<file path="config.mk">
export PLATFORM = sky130hd
export DESIGN_NAME = pulse_counter_interval_rate
export DESIGN_NICKNAME = d
export VERILOG_FILES = /design/src/rtl/core/pcir_pkg.sv /design/src/rtl/core/pcir_core.sv /design/src/rtl/core/pulse_counter_interval_rate.sv
export SDC_FILE = /design/constraint.sdc
export NUM_CORES = 1
export LEC_CHECK = 0
export BUFFER_PORTS_ARGS = -buffer_cell sky130_fd_sc_hd__buf_4
export CAP_MARGIN = 20
export CORE_MARGIN = 2
export CORE_UTILIZATION = 45
export DETAILED_ROUTE_END_ITERATION = 7
export PLACE_DENSITY = 0.58
export SYNTH_ARGS = -nofsm -noshare
export SYNTH_HDL_FRONTEND = slang
export SYNTH_SLANG_ARGS = --single-unit
</file>
<file path="constraint.sdc">
create_clock -name clk -period 4.8 [get_ports clk]
set_input_delay 0.48 -clock clk [delete_from_list [all_inputs] [get_ports clk]]
set_output_delay 0.48 -clock clk [all_outputs]
set_load 0.05 [all_outputs]
</file>
<file path="src/rtl/core/pcir_pkg.sv">
package pcir_pkg;

  localparam int unsigned DATA_W = 32;
  localparam int unsigned CMD_W = 3;
  localparam int unsigned CFG_IDX_W = 1;

  typedef enum logic [CMD_W-1:0] {
    CMD_EDGE          = 3'd0,
    CMD_TICK          = 3'd1,
    CMD_READ_COUNT    = 3'd2,
    CMD_WRITE_COUNT   = 3'd3,
    CMD_READ_INTERVAL = 3'd4,
    CMD_READ_ELAPSED  = 3'd5,
    CMD_WRITE_ELAPSED = 3'd6
  } cmd_t;

  localparam logic [CFG_IDX_W-1:0] REG_INTERVAL_TICKS = 1'd0;
  localparam logic [CFG_IDX_W-1:0] REG_CLEAR_ON_READ  = 1'd1;

  typedef struct packed {
    logic [CMD_W-1:0]  command;
    logic [DATA_W-1:0] write_value;
  } req_t;

  typedef struct packed {
    logic [DATA_W-1:0] read_data;
    logic              interval_valid;
  } rsp_t;

  function automatic logic is_read(input logic [CMD_W-1:0] cmd);
    return (cmd == CMD_READ_COUNT) || (cmd == CMD_READ_INTERVAL) ||
           (cmd == CMD_READ_ELAPSED);
  endfunction

endpackage

</file>
<file path="src/rtl/core/pcir_core.sv">
module pcir_core #(
  parameter int unsigned COUNT_WIDTH = 32
) (
  input  logic                            clk,
  input  logic                            rst_n,
  input  logic                            cfg_we,
  input  logic [pcir_pkg::CFG_IDX_W-1:0]  cfg_addr,
  input  logic [pcir_pkg::DATA_W-1:0]     cfg_wdata,
  input  logic                            proc_en,
  input  pcir_pkg::req_t                  req,
  output pcir_pkg::rsp_t                  rsp
);
  import pcir_pkg::*;

  logic [DATA_W-1:0]      interval_ticks_r, interval_ticks_nxt;
  logic                   clear_on_read_r, clear_on_read_nxt;
  logic [COUNT_WIDTH-1:0] event_count_r, event_count_nxt;
  logic [COUNT_WIDTH-1:0] start_count_r, start_count_nxt;
  logic [COUNT_WIDTH-1:0] latched_count_r, latched_count_nxt;
  logic                   latched_valid_r, latched_valid_nxt;
  logic [DATA_W-1:0]      interval_tick_r, interval_tick_nxt;
  logic [DATA_W-1:0]      elapsed_r, elapsed_nxt;

  logic [DATA_W-1:0]      tick_inc;
  logic [COUNT_WIDTH-1:0] write_count;

  assign tick_inc    = interval_tick_r + 1'b1;
  assign write_count = COUNT_WIDTH'(req.write_value);

  // Results always report the valid flag as it stood before the command.
  always_comb begin
    rsp.interval_valid = latched_valid_r;
    unique case (cmd_t'(req.command))
      CMD_READ_COUNT:    rsp.read_data = DATA_W'(event_count_r);
      CMD_READ_INTERVAL: rsp.read_data = latched_valid_r ? DATA_W'(latched_count_r) : '1;
      CMD_READ_ELAPSED:  rsp.read_data = elapsed_r;
      default:           rsp.read_data = '0;
    endcase
  end

  always_comb begin
    interval_ticks_nxt = interval_ticks_r;
    clear_on_read_nxt  = clear_on_read_r;
    event_count_nxt    = event_count_r;
    start_count_nxt    = start_count_r;
    latched_count_nxt  = latched_count_r;
    latched_valid_nxt  = latched_valid_r;
    interval_tick_nxt  = interval_tick_r;
    elapsed_nxt        = elapsed_r;
    if (cfg_we) begin
      unique case (cfg_addr)
        REG_INTERVAL_TICKS: begin
          if (cfg_wdata != interval_ticks_r) begin
            interval_ticks_nxt = cfg_wdata;
            start_count_nxt    = event_count_r;
            interval_tick_nxt  = '0;
            latched_valid_nxt  = 1'b0;
          end
        end
        REG_CLEAR_ON_READ: clear_on_read_nxt = cfg_wdata[0];
      endcase
    end else if (proc_en) begin
      unique case (cmd_t'(req.command))
        CMD_EDGE: event_count_nxt = event_count_r + 1'b1;
        CMD_TICK: begin
          elapsed_nxt = elapsed_r + 1'b1;
          if (interval_ticks_r != '0) begin
            if (tick_inc >= interval_ticks_r) begin
              latched_count_nxt = event_count_r - start_count_r;
              start_count_nxt   = event_count_r;
              latched_valid_nxt = 1'b1;
              interval_tick_nxt = '0;
            end else begin
              interval_tick_nxt = tick_inc;
            end
          end
        end
        CMD_READ_COUNT: begin
          if (clear_on_read_r) begin
            event_count_nxt   = '0;
            elapsed_nxt       = '0;
            start_count_nxt   = '0;
            interval_tick_nxt = '0;
            latched_valid_nxt = 1'b0;
          end
        end
        CMD_WRITE_COUNT: begin
          if (write_count != event_count_r) begin
            event_count_nxt   = write_count;
            start_count_nxt   = write_count;
            interval_tick_nxt = '0;
            latched_valid_nxt = 1'b0;
          end
        end
        CMD_WRITE_ELAPSED: elapsed_nxt = req.write_value;
        default: ;
      endcase
    end
  end

  always_ff @(posedge clk) begin
    if (!rst_n) begin
      interval_ticks_r <= '0;
      clear_on_read_r  <= 1'b0;
      event_count_r    <= '0;
      start_count_r    <= '0;
      latched_count_r  <= '0;
      latched_valid_r  <= 1'b0;
      interval_tick_r  <= '0;
      elapsed_r        <= '0;
    end else begin
      interval_ticks_r <= interval_ticks_nxt;
      clear_on_read_r  <= clear_on_read_nxt;
      event_count_r    <= event_count_nxt;
      start_count_r    <= start_count_nxt;
      latched_count_r  <= latched_count_nxt;
      latched_valid_r  <= latched_valid_nxt;
      interval_tick_r  <= interval_tick_nxt;
      elapsed_r        <= elapsed_nxt;
    end
  end

endmodule

</file>
<file path="src/rtl/core/pulse_counter_interval_rate.sv">
// Single-channel pulse counter with an elapsed timer and an interval latch.
// Requests arrive on the in_ stream: in_tuser carries the command (edge, tick,
// read count, write count, read interval count, read elapsed, write elapsed)
// and in_tdata carries the write value. Only the three read commands return a
// result on the out_ stream: out_tdata holds the value read and out_tuser the
// interval valid flag as it stood before the command.
// A request is registered in the input register when accepted and executed
// there against the counter state; a read's result goes to the output
// register and shows on out_tvalid. One request is accepted in every cycle
// while no read is held by a stall; edges and ticks may arrive back to back.
// When the receiver stalls, the pending result holds in the output register and
// requests that return nothing keep flowing; a second read then waits in the
// input register and in_tready drops until the first result is taken.
// The cfg_ port writes interval_ticks (index 0) and clear_on_read (index 1);
// use it only while no request is in flight; the block does not enforce it.
// Synchronous reset clears all counters, timers and configuration and empties
// both pipeline registers.
module pulse_counter_interval_rate #(
  parameter int unsigned COUNT_WIDTH = 32
) (
  input  logic                            clk,
  input  logic                            rst_n,
  input  logic                            in_tvalid,
  output logic                            in_tready,
  input  logic [pcir_pkg::DATA_W-1:0]     in_tdata,   // [31:0] write_value
  input  logic [pcir_pkg::CMD_W-1:0]      in_tuser,   // [2:0] command
  output logic                            out_tvalid,
  input  logic                            out_tready,
  output logic [pcir_pkg::DATA_W-1:0]     out_tdata,  // [31:0] read_data
  output logic                            out_tuser,  // [0] interval_valid
  input  logic                            cfg_we,
  input  logic [pcir_pkg::CFG_IDX_W-1:0]  cfg_addr,
  input  logic [pcir_pkg::DATA_W-1:0]     cfg_wdata
);
  import pcir_pkg::*;

  logic   req_valid_r;
  req_t   req_r;
  logic   out_valid_r;
  rsp_t   rsp_r;
  rsp_t   rsp;
  logic   out_free;
  logic   req_go;
  logic   req_has_rsp;

  assign req_has_rsp = is_read(req_r.command);
  assign out_free    = !out_valid_r || out_tready;
  assign req_go      = req_valid_r && (!req_has_rsp || out_free);
  assign in_tready   = !req_valid_r || req_go;

  pcir_core #(
    .COUNT_WIDTH (COUNT_WIDTH)
  ) u_core (
    .clk       (clk),
    .rst_n     (rst_n),
    .cfg_we    (cfg_we),
    .cfg_addr  (cfg_addr),
    .cfg_wdata (cfg_wdata),
    .proc_en   (req_go),
    .req       (req_r),
    .rsp       (rsp)
  );

  always_ff @(posedge clk) begin
    if (!rst_n) begin
      req_valid_r <= 1'b0;
    end else if (in_tready) begin
      req_valid_r <= in_tvalid;
    end
  end

  always_ff @(posedge clk) begin
    if (in_tvalid && in_tready) begin
      req_r.command     <= in_tuser;
      req_r.write_value <= in_tdata;
    end
  end

  always_ff @(posedge clk) begin
    if (!rst_n) begin
      out_valid_r <= 1'b0;
    end else if (req_go && req_has_rsp) begin
      out_valid_r <= 1'b1;
    end else if (out_tready) begin
      out_valid_r <= 1'b0;
    end
  end

  always_ff @(posedge clk) begin
    if (req_go && req_has_rsp) begin
      rsp_r <= rsp;
    end
  end

  assign out_tvalid = out_valid_r;
  assign out_tdata  = rsp_r.read_data;
  assign out_tuser  = rsp_r.interval_valid;

endmodule

</file>
# Yosys cells after proc, flatten, opt, wreduce, memory -nomap -nowiden
# Cells that the tools add are included.
# W data, S select, Z words.
[word_totals]
out_inout_bits = 35
word_cells = 94
reg_bits = 264
[classes]
eq_ne = 16
addsub = 4
mux = 32
bitwise = 2
n_reduce_logical = 25
order_cmp = 1
[ops]
columns = ["op", "n"]
rows = [
  ["$mux W32", 16],
  ["$pmux W32 S3", 5],
  ["$add A32 B1 Y32 const B", 3],
  ["$ne A32 B32 Y1", 2],
  ["$ge A32 B32 Y1", 1],
  ["$reduce_bool A32 Y1", 1],
  ["$sub A32 B32 Y32", 1],
  ["$ne A3 B2 Y1 const B", 4],
  ["$mux W1", 10],
  ["$reduce_and A5 Y1", 2],
  ["$eq A3 B3 Y1 const B", 3],
  ["$reduce_and A8 Y1", 1],
  ["$reduce_and A7 Y1", 1],
  ["$eq A3 B2 Y1 const B", 2],
  ["$ne A2 B1 Y1 const B", 3],
  ["$reduce_bool A3 Y1", 2],
  ["$logic_or A1 B1 Y1", 5],
  ["$reduce_and A4 Y1", 1],
  ["$reduce_bool A2 Y1", 2],
  ["$reduce_bool A4 Y1", 1],
  ["$eq A3 B1 Y1 const B", 1],
  ["$logic_and A1 B1 Y1", 3],
  ["$logic_not A1 Y1", 3],
  ["$logic_not A3 Y1", 1],
  ["5 further kinds", 6],
]

# Depth between registers and ports, before layout
# Gate-level depths: netlist of run 1.
[logic_depth]
ltp_word = 8
depth_mapped = 18
mapped_depth_nobuf = 16

# Modules after synthesis
# From an unflattened synthesis of run 1, not the netlist that was laid out.
[unflattened]
cells_unflattened = 1906
hier_area_um2 = 15660.0
[by_module_without_submodules]
columns = ["mod", "cells_each", "n_inst", "area_each_um2"]
rows = [
  ["pcir_core", 1824, 1, 13494.2],
  ["pulse_counter_interval_rate", 82, 1, 2165.8],
]

# Worst setup path after synthesis of run 1
# No wires, ideal clock.
[synth_timing]
path_type = "reg2reg"
start = "reg u_core.interval_tick_r[0]"
end = "reg u_core.latched_count_r[30]"
t_required_ns = 4.678
n_path_buf = 1
stages_incl_launch_ff = 17
arrival_ns = 3.570
slack_ns = 1.108
setup_ns = 0.122
period_less_slack_ns = 3.692
path_cell_list = "dfxtp_1 ha_1 nand4_1 nor2_1 and3_1 nand3_1 and2_1 or2_2 ha_1 nand4_1 nor4_1 o211ai_1 a211o_4 and2_1 buf_6 and3_1 a311o_1"
[synth_via]
elab_chain_cells = 3
[synth_rtl]
columns = ["element", "line_no", "source"]
rows = [
  ["from (decl)", "pcir_core.sv:21", "logic [DATA_W-1:0] interval_tick_r, interval_tick_nxt;"],
  ["from (signal assigned)", "pcir_core.sv:118", "interval_tick_r <= interval_tick_nxt;"],
  ["$add A32 B1 Y32", "pcir_core.sv:27", "assign tick_inc = interval_tick_r + 1'b1;"],
  ["$ge A32 B32 Y1", "pcir_core.sv:68", "if (tick_inc >= interval_ticks_r) begin"],
  ["$reduce_and A5 Y1 (no source line)", "--", ""],
  ["to (signal assigned)", "pcir_core.sv:116", "latched_count_r <= latched_count_nxt;"],
  ["to (decl)", "pcir_core.sv:19", "logic [COUNT_WIDTH-1:0] latched_count_r, latched_count_nxt;"],
]
# Every way passes these cells.
# A chain may end at the register's enable or synchronous reset.

# Final worst setup path of run 1
[layout_timing]
start = "reg u_core.interval_tick_r[2]"
end = "reg u_core.latched_count_r[30]"
# Same word-level chain as after synthesis.

==> metrics, run 1 <==
Hold Buf Count CTS 0; CTS-repair resized insts 0; Via density around 5.9; vias in the first global route about 14000; largest family of logic cells by synthesized area compound AO/OA/AOI/OAI gates; antenna-violating nets left 0; clk_skew between 0.015 and 0.02 ns; Synth Area in Compound Gates 0.228; Period minus WS final roughly 4.4 ns; clock latency on the worst-skew pair 0.58 ns; syn nets ~2100; Synth cell types 73; DR pass1 iterations 5; most frequent CP cell nand3_1; Total Wirelength ~50 mm; Synth warnings 0; cell taking the most area after synthesis dfxtp_1; Max stage delay on crit path 0.51 ns; placed inst area 16700 um^2; Rows 67; syn_area_per_cell ~8.1 um^2; Initial Util 0.459; die height between 150 and 200 um; fin crit share 0.913; Static Leak 6.87 nW; Worst IR Drop VDD about 0.28 mV; max-capacitance violation count 0; layout cells sized above 1 0.116; Synth Area in XOR/XNOR 0.0639; RSZ-0062 raised after global routing false; core area about 34000 um^2; pin slew with the least headroom to its limit between 1 and 1.5 ns; mux cell area share after synthesis 0.00582; FMAX ~230 MHz; routed len/inst 20.4 um; post-route cell area roughly 18000 um^2; reg2reg end u_core.latched_count_r[30]; Post-Place Worst Slack around 0.48 ns; Setup TNS 0 ns; startpoint types flip-flop; Clock Path Buffers 3; Reg2Reg Depth 15; worst setup path end u_core.latched_count_r[30]; Cells after Synth between 1500 and 2000; kind of critical path reg -> reg; most common cell in the netlist nand2_1; global-route wire length before repair 77.2 mm; H-Tree Depth 1; setup ws final 0.418 ns; register area between 5000 and 6000 um^2; detailed router's first-iteration violation count ~1500; CP required approximately 5.3 ns; diode count 0; Layout Utilization 0.528; synth cell count leaders nand2_1, nor2_1, dfxtp_1; clock transition at the registers of the reported paths about 0.06 ns; Post-synth EDFFs between 60 and 70; critical path endpoint category flip-flop; Min Hold Slack ~0.083 ns; final hold viol count 0; relative slew slack 0.273; crit path launch u_core.interval_tick_r[2]; # Post-CTS Setup Buffers 0; Hold Path Class in -> reg; Worst Hold Depth 1; CTS sink count 264; ys flop type dfxtp_1; CP Cell Sequence nand3_1, nor3_1, and3_1, nand3_1, nor3_1, xor2_1, ha_1, and2_1, a221oi_1, nand3_1, nand2b_1, nand2_1, buf_4, o2111a_1, a311o_1; CP max FO 11; Nets 2111; ys async rst share 0; Via Count about 14000; top cell type's share of synthesized area 0.253; Final Setup Violations 0; residual DRC count 0; R2R Setup Slk approximately 0.42 ns; PortBufs about 110; Crit-path slowest cell nor3_1; Routability Congestion between 0.8 and 0.9; synthesis-to-finish area growth 14.9%; sequential share of the synthesized area 0.385; Post-DP HPWL 35.7 mm; Global Route Usage Sum 0.274; DIE WIDTH ~190 um; Post-Syn Area about 15000 um^2; multi-input logic area 8740 um^2; clk root buf clkbuf_16; synth top area cells dfxtp_1, edfxtp_1, a21oi_1, nand2_1, nor2_1; clock buffer count from CTS 31; initial antenna violation count 0; P per Cell Area roughly 320 nW/um^2; Layout fillers around 3300; WP data arrival around 4.9 ns; Seq cells post-synth between 200 and 300; die area 35900 um^2; post-synthesis simple-gate area fraction 0.208; GRT overflow 0; reg2reg start u_core.interval_tick_r[2]; largest net degree at the start of global routing 73; outcome completed; Max Slew Vio Count 0; I/O pins between 100 and 150; CTS tree built; Post-Synth Adder-Cell Area 0.0546
## critical path, delay by kind of cell, from the launching register on
kind                       cells  cell delay, ns
xor gates and xnor gates       1            0.25
DFF                            1            0.42
and+or+nand+nor                9            2.31
buffers and inverters          1            0.24
adders and majority gates      1            0.30
AOI/OAI and AO/OA              3            0.73
## through the flow
step / power, mW / std cells
2_1_floorplan: 2.91 / 1922
6_report: 5.64 / 2443
3_5_place_dp: 3.18 / 2386
5_1_grt: 5.86 / 2443
4_1_cts: 5.69 / 2443
3_3_place_gp: 3.17 / 2386
## metal layers
| metal | track usage | up-vias | share of wire |
|---|---|---|---|
| met5 | 0 | - | 0 |
| met1 | 0.384 | 6765 | 0.45 |
| li1 | - | 6998 | - |
| met3 | 0.0335 | 95 | 0.064 |
| met4 | 0.0981 | 0 | 0.036 |
| met2 | 0.434 | 588 | 0.45 |
## state kept, by name (all words and copies together), names as in the netlist
| name | flops |
|---|---|
| u_core.elapsed_r | 32 |
| u_core.start_count_r | 32 |
| u_core.interval_tick_r | 32 |
| u_core.latched_valid_r | 1 |
| u_core.event_count_r | 32 |
| u_core.interval_ticks_r | 32 |
| req_valid_r | 1 |
| out_tuser | 1 |
| u_core.latched_count_r | 32 |
| out_tdata | 32 |
| out_tvalid | 1 |
| req_r | 35 |
| u_core.clear_on_read_r | 1 |
## how the worst min path moves through the flow
stage,start,endpoint
finish,in_tdata[17],req_r[17]
global route,in_tdata[0],req_r[0]
CTS,in_tdata[17],req_r[17]
detailed placement,u_core.interval_tick_r[30],u_core.interval_tick_r[30]
global placement,u_core.interval_tick_r[30],u_core.interval_tick_r[30]
floorplan,u_core.interval_tick_r[30],u_core.interval_tick_r[30]
## where the power goes
| group | switching (mW) | internal [mW] | total, mW |
|---|---|---|---|
| Clock | 0.993 | 1.51 | 2.50 |
| Sequential | 0.0795 | 2.35 | 2.43 |
| Combinational | 0.442 | 0.268 | 0.710 |
## placed cells by master (no fill, tap or decap), types with 5 or more instances in the layout
cell type / n
nor2b_1: 8
buf_4: 145
a22oi_1: 35
nand2_1: 233
o22ai_1: 12
xor2_1: 28
o21a_1: 11
clkbuf_8: 5
edfxtp_1: 68
o221ai_1: 33
nand3_1: 38
a21o_1: 31
a31oi_1: 16
clkbuf_16: 32
o221a_2: 6
a211oi_1: 52
nand4_1: 53
o21ai_0: 96
xnor2_1: 85
clkinv_2: 7
or2_2: 7
mux2i_1: 9
nand2b_1: 22
or3_1: 5
a21oi_1: 192
ha_1: 66
o211ai_1: 6
dfxtp_1: 196
and2_1: 18
nor4_1: 16
inv_1: 78
and3_1: 26
nor2_1: 227
and4_1: 5
o21bai_1: 5
a221oi_1: 9
nor3_1: 27
## kinds of logic after synthesis
| kind of cell | count (synthesis) |
|---|---|
| AO/OA/AOI/OAI | 553 |
| AND/OR/NAND/NOR | 705 |
| flip-flops | 264 |
| adder cells (fa/ha/maj) | 67 |
| XOR/XNOR | 113 |
| multiplexers | 9 |
| buffers and inverters | 211 |
## area by class of cell
type                            count  area share
Multi-Input combinational cell   1447       0.491
Sequential cell                   264       0.335
Timing Repair Buffer              147      0.0634
Clock buffer                       38      0.0491
Tap cell                          448      0.0315
Inverter                           80      0.0172
Clock inverter                     19      0.0123
Note: power is estimated with default switching activity, not from simulation.
==> run 2, diff against run 1 <==
ABC_AREA = 1   (was default)
==> metrics, run 2 <==
ys async rst share 0; met1 usage 0.373; fin crit share 0.836; die area ~39000 um^2; Reg power frac 0.395; Via density between 5 and 6; reg2reg start u_core.interval_tick_r[2]; DIE WIDTH approximately 200 um; clock network power share 0.435; Total Wirelength 60.8 mm; cell taking the most area after synthesis dfxtp_1; Hold Buf Count CTS 0; clk root buf clkbuf_16; diode count 0; Initial Util 0.454; Via Count 16800; Layout fillers 3837; relative slew slack 0.329; CP required around 5.3 ns; Top reg by flops req_r; routed len/inst roughly 20 um; sw frac 0.293; commonest non-fill, non-tap cell in the layout nand2_1; GRT overflow 0; H-Tree Depth 2; kind of critical path reg -> reg; Synth warnings 0; syn_area_per_cell 6.85 um^2; Rows roughly 70; core area 37300 um^2; detailed router's first-iteration violation count around 1200; Internal about 4.4 mW; most common cell in the netlist nand2_1; WP data arrival roughly 4.5 ns; # Post-CTS Setup Buffers 0; Hold Path Class in -> reg; max-capacitance violation count 0; Seq cells post-synth about 260; clock buffer count from CTS 34; pin slew with the least headroom to its limit 1.01 ns; syn nets about 2600; leading cell types in the layout, fill and taps excluded nand2_1, inv_1, nor2_1; CTS-repair resized insts 0; CTS sink count around 260; Global Route Usage Sum 0.309; top cell type's share of synthesized area 0.232; hold path start in_tdata[24]; synth top area cells dfxtp_1, edfxtp_1, nand2_1, inv_1, a21oi_1; P per Cell Area ~320 nW/um^2; DR pass1 iterations 5; Static Leak 8.06 nW; final hold viol count 0; met3 global-route usage 0.0388; max reg flops 35; Setup TNS 0 ns; residual DRC count 0; Post-synth EDFFs between 60 and 70; multi-input logic area just over 9000 um^2; GRT busiest layer met2; Post-DP HPWL ~47 mm; CTS tree built; die height 198 um; startpoint types flip-flop; post-route cell area slightly below 20000 um^2; clock transition at the registers of the reported paths around 0.060 ns; CP max FO 44; met2 Usage GRT 0.522; Period minus WS final between 4 and 5 ns; clk_skew 0.00953 ns; register area 5970 um^2; Routability Congestion between 0.9 and 1; vias in the first global route between 15000 and 20000; crit path launch u_core.interval_tick_r[2]; Nets about 2700; Post-Syn Area 16900 um^2; Comb pwr share 0.170; ys flop type dfxtp_1; RSZ-0062 raised after global routing false; Clock Path Buffers 3; outcome completed; FMAX between 200 and 250 MHz; PortBufs 107; Synth cell types 47; sequential share of the synthesized area 0.352; placed inst area roughly 18000 um^2; NetSw roughly 1.8 mW; Worst IR Drop VDD 0.241 mV; synth cell count leaders nand2_1, inv_1, nor2_1; initial antenna violation count 0; Final Setup Violations 0; largest net degree at the start of global routing 87; global-route wire length before repair between 90 and 100 mm; Max Slew Vio Count 0; Cells after Synth about 2500; critical path endpoint category flip-flop; synthesis-to-finish area growth 13.7%; clock latency on the worst-skew pair roughly 0.55 ns; I/O pins roughly 110; layout cells sized above 1 0.0803; antenna-violating nets left 0
==> run 2: routing by layer <==
| metal | wire length [um] | up-vias |
|---|---|---|
| met2 | 28700 | 479 |
| met3 | 2830 | 135 |
| met5 | 0 | - |
| li1 | - | 8317 |
| met4 | 3990 | 0 |
| met1 | 25200 | 7862 |
==> run 2: layout make-up <==
class                      instances  share of cell area
sequential                       264               0.310
inverter                         324              0.0632
tap                              474              0.0308
multi-input combinational       1771               0.484
clock buffer                      50              0.0522
timing repair buffer             131              0.0515
clock inverter                    12             0.00878
==> run 2: path summary, 6_finish.rpt <==
check / endpoint / slack (ns) / cells after the start
max: u_core.latched_count_r[0] / 0.79 / 19
max reg2reg: u_core.latched_count_r[0] / 0.79 / 19
min reg2reg: out_tuser / 0.43 / 0
min: req_r[24] / 0.11 / 1
==> run 2: cell families after synthesis <==
kind of cell	share of synthesized area
DFF	0.352
xor gates and xnor gates	0.0626
adders and majority gates	0.0500
buffers and inverters	0.0978
AOI/OAI and AO/OA	0.171
and+or+nand+nor	0.266
==> run 2: power by group through the flow <==
| stage | Sequential [mW] | Combinational (mW) | Clock [mW] |
|---|---|---|---|
| 5_1_grt | 2.46 | 1.18 | 2.83 |
| 3_3_place_gp | 2.50 | 1.03 | 0 |
| 4_1_cts | 2.45 | 1.05 | 2.75 |
| 2_1_floorplan | 2.49 | 0.701 | 0 |
| 3_5_place_dp | 2.50 | 1.04 | 0 |
| 6_report | 2.45 | 1.06 | 2.70 |
==> run 2: critical path, stage by stage, from the launching register on <==
cell	delay, ns
dfxtp_1	0.40
nand3_1	0.24
inv_1	0.13
nand3_1	0.18
nor2_1	0.23
nand3_1	0.19
nor2_1	0.18
xnor2_1	0.13
inv_1	0.08
ha_1	0.30
a21oi_1	0.06
o21ai_0	0.15
nand2_1	0.08
o211ai_1	0.09
nor2_1	0.08
nand2_1	0.07
buf_4	0.28
nand2_2	0.54
or2_0	0.41
a21oi_1	0.12
==> run 2: per-stage QoR <==
stage / worst slack [ns] / total power [mW] / hold WS (ns) / utilization / std cells
after floorplan: 1.95 / 3.19 / 0.408 / - / 2470
after global placement: 0.901 / 3.53 / 0.410 / 0.484 / 2963
after detailed placement: 0.802 / 3.54 / 0.417 / 0.484 / 2964
after CTS: 0.795 / 6.25 / 0.0856 / 0.516 / 3026
after global routing: 0.344 / 6.47 / 0.0966 / 0.516 / 3026
final: 0.788 / 6.21 / 0.107 / 0.516 / 3026
==> run 3, diff against run 2 <==
PLACE_DENSITY = 0.6   (was 0.58)
clock period = 3.5 ns   (was 4.8 ns; I/O delays follow)
==> metrics, run 3 (synthesis results as in run 2) <==
vias in the first global route ~16000; CP required between 3 and 4 ns; clock latency on the worst-skew pair 0.55 ns; max-capacitance violation count 0; Top reg by flops req_r; fin crit share 0.938; Nets approximately 2700; max reg flops 35; die area 39200 um^2; sw frac 0.299; clk_skew about 0.021 ns; Max Slew Vio Count 0; final hold viol count 0; Via Count about 17000; synthesis-to-finish area growth 18.5%; Post-DP HPWL between 40 and 50 mm; kind of critical path reg -> reg; core area about 37000 um^2; CTS sink count between 200 and 300; Worst IR Drop VDD 0.356 mV; Routability Congestion ~0.95; Tot Pwr between 8 and 9 mW; CTS tree built; pin slew with the least headroom to its limit 1.05 ns; layout cells sized above 1 0.107; Final Non-Filler Cells 3083; DR pass1 iterations 6; Reg power frac 0.396; largest net degree at the start of global routing roughly 140; FMAX 305 MHz; global-route wire length before repair 91.8 mm; clock buffer count from CTS 34; Rows approximately 70; Final Setup Violations 0; R2R Setup Slk approximately 0.22 ns; WP data arrival 3.66 ns; Period minus WS final ~3.3 ns; detailed router's first-iteration violation count ~1100; relative slew slack 0.296; NetSw between 2 and 3 mW; diode count 0; clk root buf clkbuf_16; Inst Count DP a little under 3000; Global Route Usage Sum 0.307; startpoint types flip-flop; Initial Util 0.454; H-Tree Depth 2; DIE WIDTH 198 um; GRT overflow 0; Clock Path Buffers 3; outcome completed; Static Leak approximately 8.4 nW; commonest non-fill, non-tap cell in the layout nand2_1; P per Cell Area between 400 and 500 nW/um^2; initial antenna violation count 0; Comb pwr share 0.178; Hold Path Class in -> reg; Via density 5.53; clock transition at the registers of the reported paths 0.06 ns; I/O pins between 100 and 150; critical path endpoint category flip-flop; Internal 5.94 mW; antenna-violating nets left 0; Total Wirelength between 60 and 70 mm; clock network power share 0.427; die height 198 um; routed len/inst 19.7 um; PortBufs between 100 and 150; CP max FO 5; leading cell types in the layout, fill and taps excluded nand2_1, inv_1, nor2_1; residual DRC count 0
-- run 3: cell count changes in the layout (fill, tap and decap cells not counted), moves of 4 or more --
cell / delta
buf_4: +15
nor3_1: -8
nand2_1: -6
nor3_2: +7
dlygate4sd3_1: +35
nor2_1: -10
dfxtp_1: -17
dfxtp_2: +15
nand2_2: +4
buf_12: +7
nor2_2: +8
-- run 3: per-layer routing --
layer,part of all wire,wire length (um),GRT usage
met3,0.039,2390,0.0293
met2,0.50,30200,0.545
met4,0.049,3000,0.154
met5,0,0,0
met1,0.41,25100,0.371
-- run 3: timing repair --
action,CTS,global route
gates cloned,0,2
hold buffers,35,0
hold endpoints to repair,35,0
setup buffers,0,6
pin swaps,0,12
resized for setup,1,59
setup endpoints to repair,1,97
-- run 3: power groups by stage --
stage               sequential, mW  clock (mW)  combinational, mW
finish                        3.35        3.62               1.50
detailed placement            3.42           0               1.45
floorplan                     3.42           0              0.961
global route                  3.36        3.78               1.67
CTS                           3.35        3.66               1.49
global placement              3.42           0               1.43
-- run 3: worst paths after layout --
| path | startpoint | end | depth (start not counted) |
|---|---|---|---|
| max | u_core.interval_tick_r[7] | u_core.latched_count_r[13] | 19 |
| min | cfg_addr | u_core.clear_on_read_r | 2 |
| max reg2reg | u_core.interval_tick_r[7] | u_core.latched_count_r[13] | 19 |
| min reg2reg | u_core.latched_valid_r | out_tuser | 0 |
-- run 3: layout make-up --
type | instances | area, um^2
fillers | 3758 | 17300
multi-input cells | 1771 | 9480
flip-flops and latches | 264 | 5990
repair buffers | 190 | 1640
inverters | 324 | 1220
clock buffers | 45 | 966
well taps | 474 | 593
clock inverters | 15 | 169
-- run 3: stage by stage --
| step | hold WS (ns) | setup TNS, ns | area, um^2 | utilization | setup WS [ns] |
|---|---|---|---|---|---|
| finish | 0.0375 | 0 | 20100 | 0.537 | 0.217 |
| global route | 0.0210 | -0.362 | 20100 | 0.537 | -0.0612 |
| CTS | 0.0103 | 0 | 19800 | 0.530 | 0.0448 |
| detailed placement | 0.429 | 0 | 18300 | 0.490 | 0.0205 |
| global placement | 0.416 | -0.0822 | 18300 | 0.490 | -0.0405 |
| floorplan | 0.408 | 0 | 16900 | - | 0.655 |
-- run 3: critical path, cell delays in order (launching register included) --
cell and delay [ns]:
dfxtp_1 0.33, inv_1 0.12, nor3_2 0.27, nand2_1 0.13, nor2_2 0.13, nand2_1 0.10, xor2_1 0.14, inv_1 0.09
ha_1 0.30, nand2_1 0.08, nor2_2 0.11, nand4_1 0.16, nor4_2 0.31, nand2_1 0.19, nand2_2 0.15, nand2_4 0.09
buf_12 0.15, buf_4 0.14, nand2_1 0.06, a21oi_1 0.06
